File: src/hdl/cdkf_pkg.sv
// Shared types, widths and register codes for the color distance key fade block.
package cdkf_pkg;

    // Field and arithmetic widths.
    localparam int CHAN_W    = 8;
    localparam int DIST_W    = 9;
    localparam int SUMSQ_W   = 18;
    localparam int SQ_W      = 16;
    localparam int RAD_W     = SUMSQ_W + 16;
    localparam int ROOT_W    = RAD_W / 2;
    localparam int NUM_W     = 21;
    localparam int CFG_IDX_W = 3;
    localparam int CFG_W     = 9;

    // Default number of fraction bits in the fade factor.
    localparam int FACTOR_FRAC_BITS_DEF = 16;

    // Configuration register indexes.
    typedef enum logic [CFG_IDX_W-1:0] {
        CFG_KEY_BLUE   = 3'd0,
        CFG_KEY_GREEN  = 3'd1,
        CFG_KEY_RED    = 3'd2,
        CFG_KEY_ALPHA  = 3'd3,
        CFG_MATCH_DIST = 3'd4
    } t_cfg_idx;

    // Input pixel.
    typedef struct packed {
        logic [CHAN_W-1:0] pixel_blue;
        logic [CHAN_W-1:0] pixel_green;
        logic [CHAN_W-1:0] pixel_red;
        logic [CHAN_W-1:0] pixel_alpha;
    } t_pix_in;

    // Result pixel.
    typedef struct packed {
        logic [CHAN_W-1:0] result_blue;
        logic [CHAN_W-1:0] result_green;
        logic [CHAN_W-1:0] result_red;
        logic [CHAN_W-1:0] result_alpha;
        logic              matched;
    } t_pix_out;

    // Data that rides alongside the arithmetic pipelines.
    typedef struct packed {
        t_pix_in           pix;
        logic [CHAN_W-1:0] sat_blue;
        logic [CHAN_W-1:0] sat_green;
        logic [CHAN_W-1:0] sat_red;
        logic              matched;
    } t_side;

endpackage

File: src/hdl/cdkf_div_pipe.sv
// Pipelined restoring divider for the fade factor, one quotient bit per stage.
module cdkf_div_pipe
    import cdkf_pkg::*;
#(
    parameter int FACTOR_FRAC_BITS = FACTOR_FRAC_BITS_DEF
) (
    input  logic                        i_clk,
    input  logic                        i_rst_n,
    input  logic                        i_en,
    input  logic                        i_valid,
    input  logic [NUM_W-1:0]            i_num,
    input  logic [NUM_W-1:0]            i_dvs,
    input  t_side                       i_side,
    output logic                        o_valid,
    output logic [FACTOR_FRAC_BITS-1:0] o_quot,
    output t_side                       o_side
);

    localparam int QW    = FACTOR_FRAC_BITS;
    localparam int REM_W = NUM_W + 1;

    logic [NUM_W-1:0] r_rem   [QW];
    logic [QW-1:0]    r_quot  [QW];
    t_side            r_side  [QW];
    logic             r_valid [QW];

    genvar k;
    generate
        for (k = 0; k < QW; k++) begin : g_stage
            logic [NUM_W-1:0] s_rem;
            logic [QW-1:0]    s_quot;
            t_side            s_side;
            logic             s_valid;
            logic [REM_W-1:0] s_dbl;
            logic [NUM_W-1:0] n_rem;
            logic [QW-1:0]    n_quot;

            if (k == 0) begin : g_first
                assign s_rem   = i_num;
                assign s_quot  = '0;
                assign s_side  = i_side;
                assign s_valid = i_valid;
            end else begin : g_next
                assign s_rem   = r_rem[k-1];
                assign s_quot  = r_quot[k-1];
                assign s_side  = r_side[k-1];
                assign s_valid = r_valid[k-1];
            end

            // Remainder stays below the divisor, so its double fits one more bit.
            // A zero divisor gives a zero quotient.
            always_comb begin
                s_dbl = {s_rem, 1'b0};
                if ((i_dvs != '0) && (s_dbl >= REM_W'(i_dvs))) begin
                    n_rem  = NUM_W'(s_dbl - REM_W'(i_dvs));
                    n_quot = {s_quot[QW-2:0], 1'b1};
                end else begin
                    n_rem  = NUM_W'(s_dbl);
                    n_quot = {s_quot[QW-2:0], 1'b0};
                end
            end

            always_ff @(posedge i_clk) begin
                if (!i_rst_n) begin
                    r_valid[k] <= 1'b0;
                end else if (i_en) begin
                    r_valid[k] <= s_valid;
                end
                if (i_en) begin
                    r_rem[k]  <= n_rem;
                    r_quot[k] <= n_quot;
                    r_side[k] <= s_side;
                end
            end
        end
    endgenerate

    assign o_valid = r_valid[QW-1];
    assign o_quot  = r_quot[QW-1];
    assign o_side  = r_side[QW-1];

endmodule

File: config.mk
export PLATFORM = sky130hd
export DESIGN_NAME = cdkf_div_pipe
export DESIGN_NICKNAME = d
export VERILOG_FILES = /design/src/hdl/cdkf_pkg.sv /design/src/hdl/cdkf_div_pipe.sv
export SDC_FILE = /design/constraint.sdc
export NUM_CORES = 2
export LEC_CHECK = 0
export BUFFER_PORTS_ARGS = -buffer_cell sky130_fd_sc_hd__buf_4
export CORE_UTILIZATION = 52
export CTS_BUF_LIST = sky130_fd_sc_hd__clkbuf_4
export CTS_CLUSTER_SIZE = 12
export DETAILED_ROUTE_END_ITERATION = 8
export PLACE_DENSITY = 0.68
export SLEW_MARGIN = 5
export SYNTH_ARGS = -nofsm -noshare
export SYNTH_HDL_FRONTEND = slang
export SYNTH_SLANG_ARGS = --single-unit
File: constraint.sdc
create_clock -name i_clk -period 4.7 [get_ports i_clk]
set_input_delay 0.705 -clock i_clk [delete_from_list [all_inputs] [get_ports i_clk]]
set_output_delay 0.705 -clock i_clk [all_outputs]
set_load 0.01 [all_outputs]
==> results.tsv <==
metric	value	unit
outcome	finished, final reports clean	
startpoint types	flip-flop	
CTS tree	yes	
DRT iter0 DRCs	2457	
Post-synth ARST share	0	
post-route ant nets	0	
syn_area_per_cell	15.0	sq um
cell family with most CP delay	compound AO/OA/AOI/OAI gates	
Leakage	26.6	nW
H-tree Lvls	5	
Buffers & Inverters on Critical Path	0	
vias per cell	5.46	
area post-placement	64600	sq um
initial antenna violation count	3	
Placed Instances	5756	
power density cells	598	nW/um^2
GRT overflow	0	
register area share after synthesis	0.683	
FF+latch area	41400	sq um
Max-cap violations	0	
largest net degree at the start of global routing	145	
First-pass DRT Iterations	6	
Tot GR Track Use	0.199	
Final Setup Violations	0	
Non-Filler Instances	6437	
post-synth top area cell	edfxtp_1	
crit path time final	3.59	ns
count leader, synth	edfxtp_1	
syn nets	4489	
clock sink total	1379	
area of the multi-input gates	18600	sq um
I/O pin count	177	
synth-to-layout area growth	15.0	%
first-pass GRT wire length	183000	um
WL/cell	18.2	um
starting density of the core	0.527	
Vias	35100	
Hold Fails Final Rpt	0	
Nets	5145	
largest buffer count on any clock path	4	
Critical Path, Cell by Cell	ha_1 -> nor2b_1 -> o31a_1 -> o211ai_1 -> and3b_1 -> a211oi_1 -> a2111oi_0 -> or2_2 -> mux2_2	
met3 global-route usage	0.0440	
Pins Over Slew Limit	0	
Mapped Area	60600	sq um
vias in the first global route	34400	
clk_lat worst skew	1.24	ns
Max Freq	278	MHz
CP Data Required Time	5.64	ns
met1 Usage GRT	0.267	
CP max FO	18	
total negative slack	0	ns
CP Capture Type	flip-flop	
final instance area	69700	sq um
layout cells sized above 1	0.211	
die height	343	um
gpl congestion	0.912	
GR peak layer	met2	
site row count	124	
maximum VDD drop	0.000309	V
M2 GR Usage	0.313	
top cells by area, synth	edfxtp_1 68%, ha_1 6.9%, mux2_2 3.0%	
period utilization	0.765	
Post-Syn Instances	4036	
share of the synthesized area in the top cell type	0.683	
Hold WC Path Type	in2reg	
Worst EP arrival	4.54	ns
DRC	0	
CP peak stage delay	0.65	ns
max_slew headroom	0.401	
Port-buffer cells	176	
clock skew	0.0962	ns
Worst-path clk slew	0.06	ns
Filler Cells Inserted	8784	
number of flops mapped to enable cells by yosys	1378	
warnings from Yosys	0	
unrepaired setup endpoints after global routing	false	
Total Wirelength	117000	um
clk root buf	clkbuf_4	
total power	41.7	mW
Post CTS Setup Buffer Count	0	
full die area	118000	sq um
dominant synthesized flop cell	edfxtp_1	
Worst path slowest cell	a2111oi_0	
slew at the pin with the worst max-slew slack	0.876	ns
Inserted Clock Buffers	364	
Yosys cell types	82	
Final HPWL DP	74800	um
Die Wd	343	um
number of synthesized register bits	1379	
top post-synthesis cells by count	1,378 x edfxtp_1, 335 x ha_1, 246 x a21oi_1	
CORE AREA	115000	sq um
critical path class	reg2reg	
-- where the power goes --
group / leakage [nW] / switching [mW] / internal, mW
Combinational: 10.6 / 7.71 / 6.75
Sequential: 13.5 / 1.08 / 16.5
Clock: 2.54 / 4.53 / 5.07
Total: 26.6 / 13.3 / 28.4
-- state kept, by name, indices dropped and copies added, names as in the netlist --
name	count
r_side	912
r_rem	315
r_valid	16
r_quot	136
-- metal layers --
layer,vias up,routed length (um)
li1,17200,-
met1,16800,53000
met2,878,54700
met3,277,5730
met4,0,3550
met5,-,0
-- what timing repair did --
action | CTS | global route
gates resized for setup | 0 | 0
endpoints found under the hold margin | 105 | 0
hold buffers | 82 | 0
-- area by class of cell --
cell class,instances,area share
clock inverters,72,0.00438
clock buffers,520,0.0560
repair buffers,368,0.0466
well taps,1512,0.0271
diodes,7,0.000251
flip-flops and latches,1379,0.594
multi-input cells,2484,0.266
inverters,95,0.00512
-- kinds of logic after synthesis --
kind of cell,count (synthesis),share of synthesized area
XOR/XNOR,252,0.0364
multiplexers,186,0.0350
AO/OA/AOI/OAI,945,0.0999
buffers and inverters,173,0.0117
adder cells (fa/ha/maj),350,0.0741
flip-flops,1379,0.683
AND/OR/NAND/NOR,751,0.0599
-- worst paths after layout --
kind,from,end,slack [ns],cells past startpoint
setup / recovery,r_rem[1][106],r_rem[1][130],1.11,9
hold / removal,i_side[24],r_side[0][24],0.21,2
setup reg to reg,r_rem[1][106],r_rem[1][130],1.11,9
hold reg to reg,r_side[0][312],r_side[0][369],0.36,0
-- cells in the final DEF, fill, tap and decap left out, drive strengths merged, types with 82 or more instances in the layout --
cell type,instances
a21o,132
a21oi,247
buf,286
clkbuf,520
dlygate4sd3,82
edfxtp,1378
ha,335
inv,102
mux2,172
nand2,229
nor2,174
o21ai,257
xnor2,151
xor2,101
-- stage by stage --
| stage | hold slack [ns] | setup WS (ns) | util |
|---|---|---|---|
| 2_1_floorplan | 0.400 | 1.07 | - |
| 3_3_place_gp | 0.400 | 0.479 | 0.562 |
| 3_5_place_dp | 0.405 | 0.403 | 0.562 |
| 4_1_cts | 0.0206 | 1.19 | 0.606 |
| 5_1_grt | 0.0448 | 0.934 | 0.606 |
| 6_report | 0.211 | 1.11 | 0.606 |
Note: power is estimated with default switching activity, not from simulation.
