<file path="config.mk">
export PLATFORM = sky130hd
export DESIGN_NAME = cdkf_sqrt_pipe
export DESIGN_NICKNAME = d
export VERILOG_FILES = /design/src/hdl/cdkf_pkg.sv /design/src/hdl/cdkf_sqrt_pipe.sv
export SDC_FILE = /design/constraint.sdc
export NUM_CORES = 2
export LEC_CHECK = 0
export BUFFER_PORTS_ARGS = -buffer_cell sky130_fd_sc_hd__buf_4
export CORE_ASPECT_RATIO = 1.25
export CORE_MARGIN = 8
export CORE_UTILIZATION = 60
export DETAILED_ROUTE_END_ITERATION = 12
export PLACE_DENSITY = 0.77
export SLEW_MARGIN = 30
export SYNTH_ARGS = -nofsm -noshare
export SYNTH_HDL_FRONTEND = slang
export SYNTH_SLANG_ARGS = --single-unit
</file>
<file path="constraint.sdc">
create_clock -name i_clk -period 4.1 [get_ports i_clk]
set_clock_uncertainty 0.15 [all_clocks]
set_input_delay 0.41 -clock i_clk [delete_from_list [all_inputs] [get_ports i_clk]]
set_output_delay 0.41 -clock i_clk [all_outputs]
set_load 0.02 [all_outputs]
</file>
<file path="src/hdl/cdkf_pkg.sv">
// Shared types, widths and register codes for the color distance key fade block.
package cdkf_pkg;

    // Field and arithmetic widths.
    localparam int CHAN_W    = 8;
    localparam int DIST_W    = 9;
    localparam int SUMSQ_W   = 18;
    localparam int SQ_W      = 16;
    localparam int RAD_W     = SUMSQ_W + 16;
    localparam int ROOT_W    = RAD_W / 2;
    localparam int NUM_W     = 21;
    localparam int CFG_IDX_W = 3;
    localparam int CFG_W     = 9;

    // Default number of fraction bits in the fade factor.
    localparam int FACTOR_FRAC_BITS_DEF = 16;

    // Configuration register indexes.
    typedef enum logic [CFG_IDX_W-1:0] {
        CFG_KEY_BLUE   = 3'd0,
        CFG_KEY_GREEN  = 3'd1,
        CFG_KEY_RED    = 3'd2,
        CFG_KEY_ALPHA  = 3'd3,
        CFG_MATCH_DIST = 3'd4
    } t_cfg_idx;

    // Input pixel.
    typedef struct packed {
        logic [CHAN_W-1:0] pixel_blue;
        logic [CHAN_W-1:0] pixel_green;
        logic [CHAN_W-1:0] pixel_red;
        logic [CHAN_W-1:0] pixel_alpha;
    } t_pix_in;

    // Result pixel.
    typedef struct packed {
        logic [CHAN_W-1:0] result_blue;
        logic [CHAN_W-1:0] result_green;
        logic [CHAN_W-1:0] result_red;
        logic [CHAN_W-1:0] result_alpha;
        logic              matched;
    } t_pix_out;

    // Data that rides alongside the arithmetic pipelines.
    typedef struct packed {
        t_pix_in           pix;
        logic [CHAN_W-1:0] sat_blue;
        logic [CHAN_W-1:0] sat_green;
        logic [CHAN_W-1:0] sat_red;
        logic              matched;
    } t_side;

endpackage

</file>
<file path="src/hdl/cdkf_sqrt_pipe.sv">
// Pipelined integer square root, one result bit per stage.
module cdkf_sqrt_pipe
    import cdkf_pkg::*;
(
    input  logic              i_clk,
    input  logic              i_rst_n,
    input  logic              i_en,
    input  logic              i_valid,
    input  logic [RAD_W-1:0]  i_rad,
    input  t_side             i_side,
    output logic              o_valid,
    output logic [ROOT_W-1:0] o_root,
    output t_side             o_side
);

    localparam int REM_W = RAD_W + 2;

    logic [REM_W-1:0]  r_rem   [ROOT_W];
    logic [ROOT_W-1:0] r_root  [ROOT_W];
    t_side             r_side  [ROOT_W];
    logic              r_valid [ROOT_W];

    genvar k;
    generate
        for (k = 0; k < ROOT_W; k++) begin : g_stage
            localparam int BIT = ROOT_W - 1 - k;
            logic [REM_W-1:0]  s_rem;
            logic [ROOT_W-1:0] s_root;
            t_side             s_side;
            logic              s_valid;
            logic [REM_W-1:0]  s_trial;
            logic [REM_W-1:0]  n_rem;
            logic [ROOT_W-1:0] n_root;

            // Stage inputs come from the port or from the stage before.
            if (k == 0) begin : g_first
                assign s_rem   = REM_W'(i_rad);
                assign s_root  = '0;
                assign s_side  = i_side;
                assign s_valid = i_valid;
            end else begin : g_next
                assign s_rem   = r_rem[k-1];
                assign s_root  = r_root[k-1];
                assign s_side  = r_side[k-1];
                assign s_valid = r_valid[k-1];
            end

            // Setting this root bit adds root*2^(BIT+1) + 2^(2*BIT) to the square.
            always_comb begin
                s_trial = (REM_W'(s_root) << (BIT + 1)) + (REM_W'(1) << (2 * BIT));
                if (s_rem >= s_trial) begin
                    n_rem  = s_rem - s_trial;
                    n_root = s_root | (ROOT_W'(1) << BIT);
                end else begin
                    n_rem  = s_rem;
                    n_root = s_root;
                end
            end

            always_ff @(posedge i_clk) begin
                if (!i_rst_n) begin
                    r_valid[k] <= 1'b0;
                end else if (i_en) begin
                    r_valid[k] <= s_valid;
                end
                if (i_en) begin
                    r_rem[k]  <= n_rem;
                    r_root[k] <= n_root;
                    r_side[k] <= s_side;
                end
            end
        end
    endgenerate

    assign o_valid = r_valid[ROOT_W-1];
    assign o_root  = r_root[ROOT_W-1];
    assign o_side  = r_side[ROOT_W-1];

endmodule

</file>
==> impl_metrics.ini <==
[grt]
grt_max_degree = 138
grt_overflow_total = 0
grt_usage_pct = 17.0
grt_pass1_vias = 31600
grt_pass1_wl_um = 158000
antenna_found_initial = 1

[routing]
vias = 30100
wirelength_um = 99600
vias_per_cell = 5.39
drt_iter0_drc = 1651
wire_per_inst_um = 17.8
drc = 0
topRoutingLayerUsed = met4
wl_met3_um = 3680
met2_length_um = 55900
drtPass1Iterations = 5
postRouteAntennaNets = 0
wl_met1_um = 34700

[final_layout]
drive_gt1_share_pct = 12.1
post-route-util_pct = 69.7
antenna_cells = 0
final_cell_area_um2 = 73400
area_delta_synth_final_pct = 15.0
multi_input_area_um2 = 11400
seq_area_um2 = 51500
fin_nets = 4303
fill_cells = 6558

[yosys]
avgSynthCellArea_um2 = 17.7
synthCells = 3606
ys.flop_type = edfxtp_1
ys_seq_area_share_pct = 80.7
postSynthNetCount = 3867
ys.warnings.count = 0
synthArstFlopShare_pct = 0
ys_ff_latch = 1714
synth_area_um2 = 63800
synth_edf_count = 1713
synth.distinct_cells = 82

[setup_path]
slowest_delay_ns = 0.51
end_kind = flop
crit_chain = ha_1, a21o_1, a21oi_1, o21ai_1, a211o_1, o21a_1, a2111oi_4, inv_2, mux2_2
cp.buffers_inverters = 1
cpLargestDelayFamily = compound AO/OA/AOI/OAI gates
critPathKind = flop to flop
worst-path-max-fanout = 21
worstSetupStartpointType = flop
crit_slowest_cell = a2111oi_4
startpoint = r_rem[0][510]
worstPathArrival_ns = 4.01
worstReg2RegStart = r_rem[0][510]
required_ns = 4.45

[sta]
worst_pin_slew_ns = 0.989
max_freq_mhz = 273
drv_slew = 0
fin_crit_sh_pct = 89.2
finalSetupViolations = 0
slew_headroom_pct = 33.5
rsz0062_at_grt = no
fin_setup_tns_ns = 0
hold_viol = 0
fin_ws_ns = 0.443
period_minus_slack_ns = 3.66

[placed_design]
pre_cts_ws_ns = 0.482
postPlaceCellArea_um2 = 67200
gp_congestion = 0.880
numPortBuffers = 169
dpl.hpwl_um = 61800

[clocking]
cts-root-buf = clkbuf_16
clock_sinks = 1714
cts_buffer_depth = 3
cts_tree = built
clock_latency_ns = 0.76
clk_pin_slew_ns = 0.06
h-tree-depth = 4
postCtsSetupRepairBufs = 0
cts_buffers = 157

[floorplanning]
die_x_um = 308
num_io_pins = 170
num_rows = 133
die_area_um2 = 117000
core_area_um2 = 105000
die_h_um = 381
start_util_pct = 60.6

[flow_run]
maxCapViolCount = 0

[power_and_ir_drop]
powerDensity_nw_per_um2 = 534
vdd_drop_max_mv = 0.450
p_leak_nw = 26.6

[min_path]
min_from = i_en
hold_path.class = primary input to flop

[outcome]
status = completed
==> report_power, final <==
part           switching [mW]  internal, mW  total [mW]
Sequential              0.681          20.9        21.6
Clock                    6.28          8.25        14.5
Combinational            1.76          1.30        3.06
Total                    8.72          30.5        39.2
==> state kept, by name, indices dropped and copies added (netlist names) <==
register	flops
r_side	969
r_rem	575
r_root	153
r_valid	17
==> cell families after synthesis <==
group	count (synthesis)	synth area share, %
AOI/OAI and AO/OA	450	4.44
xor gates and xnor gates	235	3.23
adders and majority gates	166	3.26
buffers and inverters	240	1.50
DFF	1714	80.7
muxes	31	0.543
other	1	0.00588
and+or+nand+nor	769	6.38
==> placed cells by master, fill, tap and decap left out, drive strengths merged, types with 31 or more instances in the layout <==
master       instances
a21oi              116
nor2               153
ha                 166
or3                 46
xor2               126
inv                207
o21a                37
nand3               31
nor4                89
dlygate4sd3         95
nor3                80
a21o                42
clkinv              77
nand2b              43
buf                219
clkbuf             183
nand4               32
xnor2              109
edfxtp            1713
nand2              163
o21ai              140
==> worst register-to-register path: cells and delay by family (launching register included) <==
family | cells | cell delay, ns
mux | 1 | 0.33
flops | 1 | 0.39
compound gates | 6 | 1.93
fa+ha+maj | 1 | 0.37
buf+inv | 1 | 0.26
==> repair_timing <==
item | CTS | global route
hold endpoints to repair | 109 | 0
hold buffers | 95 | 0
resized for setup | 0 | 0
endpoints found under the setup margin | 0 | 0
==> cells in the mapped netlist (32+ instances only) <==
library cell	instances	share of area (%)
edfxtp_1	1713	81
inv_1	202	1.2
ha_1	166	3.3
nand2_1	163	0.96
nor2_1	152	0.89
o21ai_0	131	1.0
xor2_1	126	1.7
a21oi_1	116	0.91
xnor2_1	109	1.5
nor4_1	86	0.84
nor3_1	79	0.62
or3_1	44	0.43
nand2b_1	43	0.42
a21o_1	42	0.49
o21a_1	37	0.44
nand4_1	32	0.31
==> metal layers <==
metal | track usage, % | up-vias
met5 | 0 | -
met4 | 9.77 | 0
met3 | 3.12 | 261
met2 | 33.1 | 601
met1 | 16.4 | 14600
li1 | - | 14700
==> worst paths after layout <==
path	to	slack [ns]	cells after the start
min	r_side[0][168]	0.08	1
max	r_rem[0][553]	0.44	9
max reg2reg	r_rem[0][553]	0.44	9
min reg2reg	r_side[0][808]	0.26	0
==> layout make-up <==
type,count,share of cell area [%]
clock inverters,106,1.59
flip-flops and latches,1714,70.1
clock buffers,183,5.51
repair buffers,314,3.80
inverters,203,1.04
well taps,1417,2.42
multi-input cells,1652,15.5
==> per-stage QoR <==
stage / hold slack [ns] / total power [mW] / cells
final: 0.0756 / 39.2 / 5589
after global routing: 0.0907 / 40.7 / 5589
after CTS: 0.0490 / 39.5 / 5589
after detailed placement: 0.255 / 24.9 / 5205
after global placement: 0.250 / 24.8 / 5205
after floorplan: 0.250 / 23.7 / 3606
(Power assumes the default switching activity.)
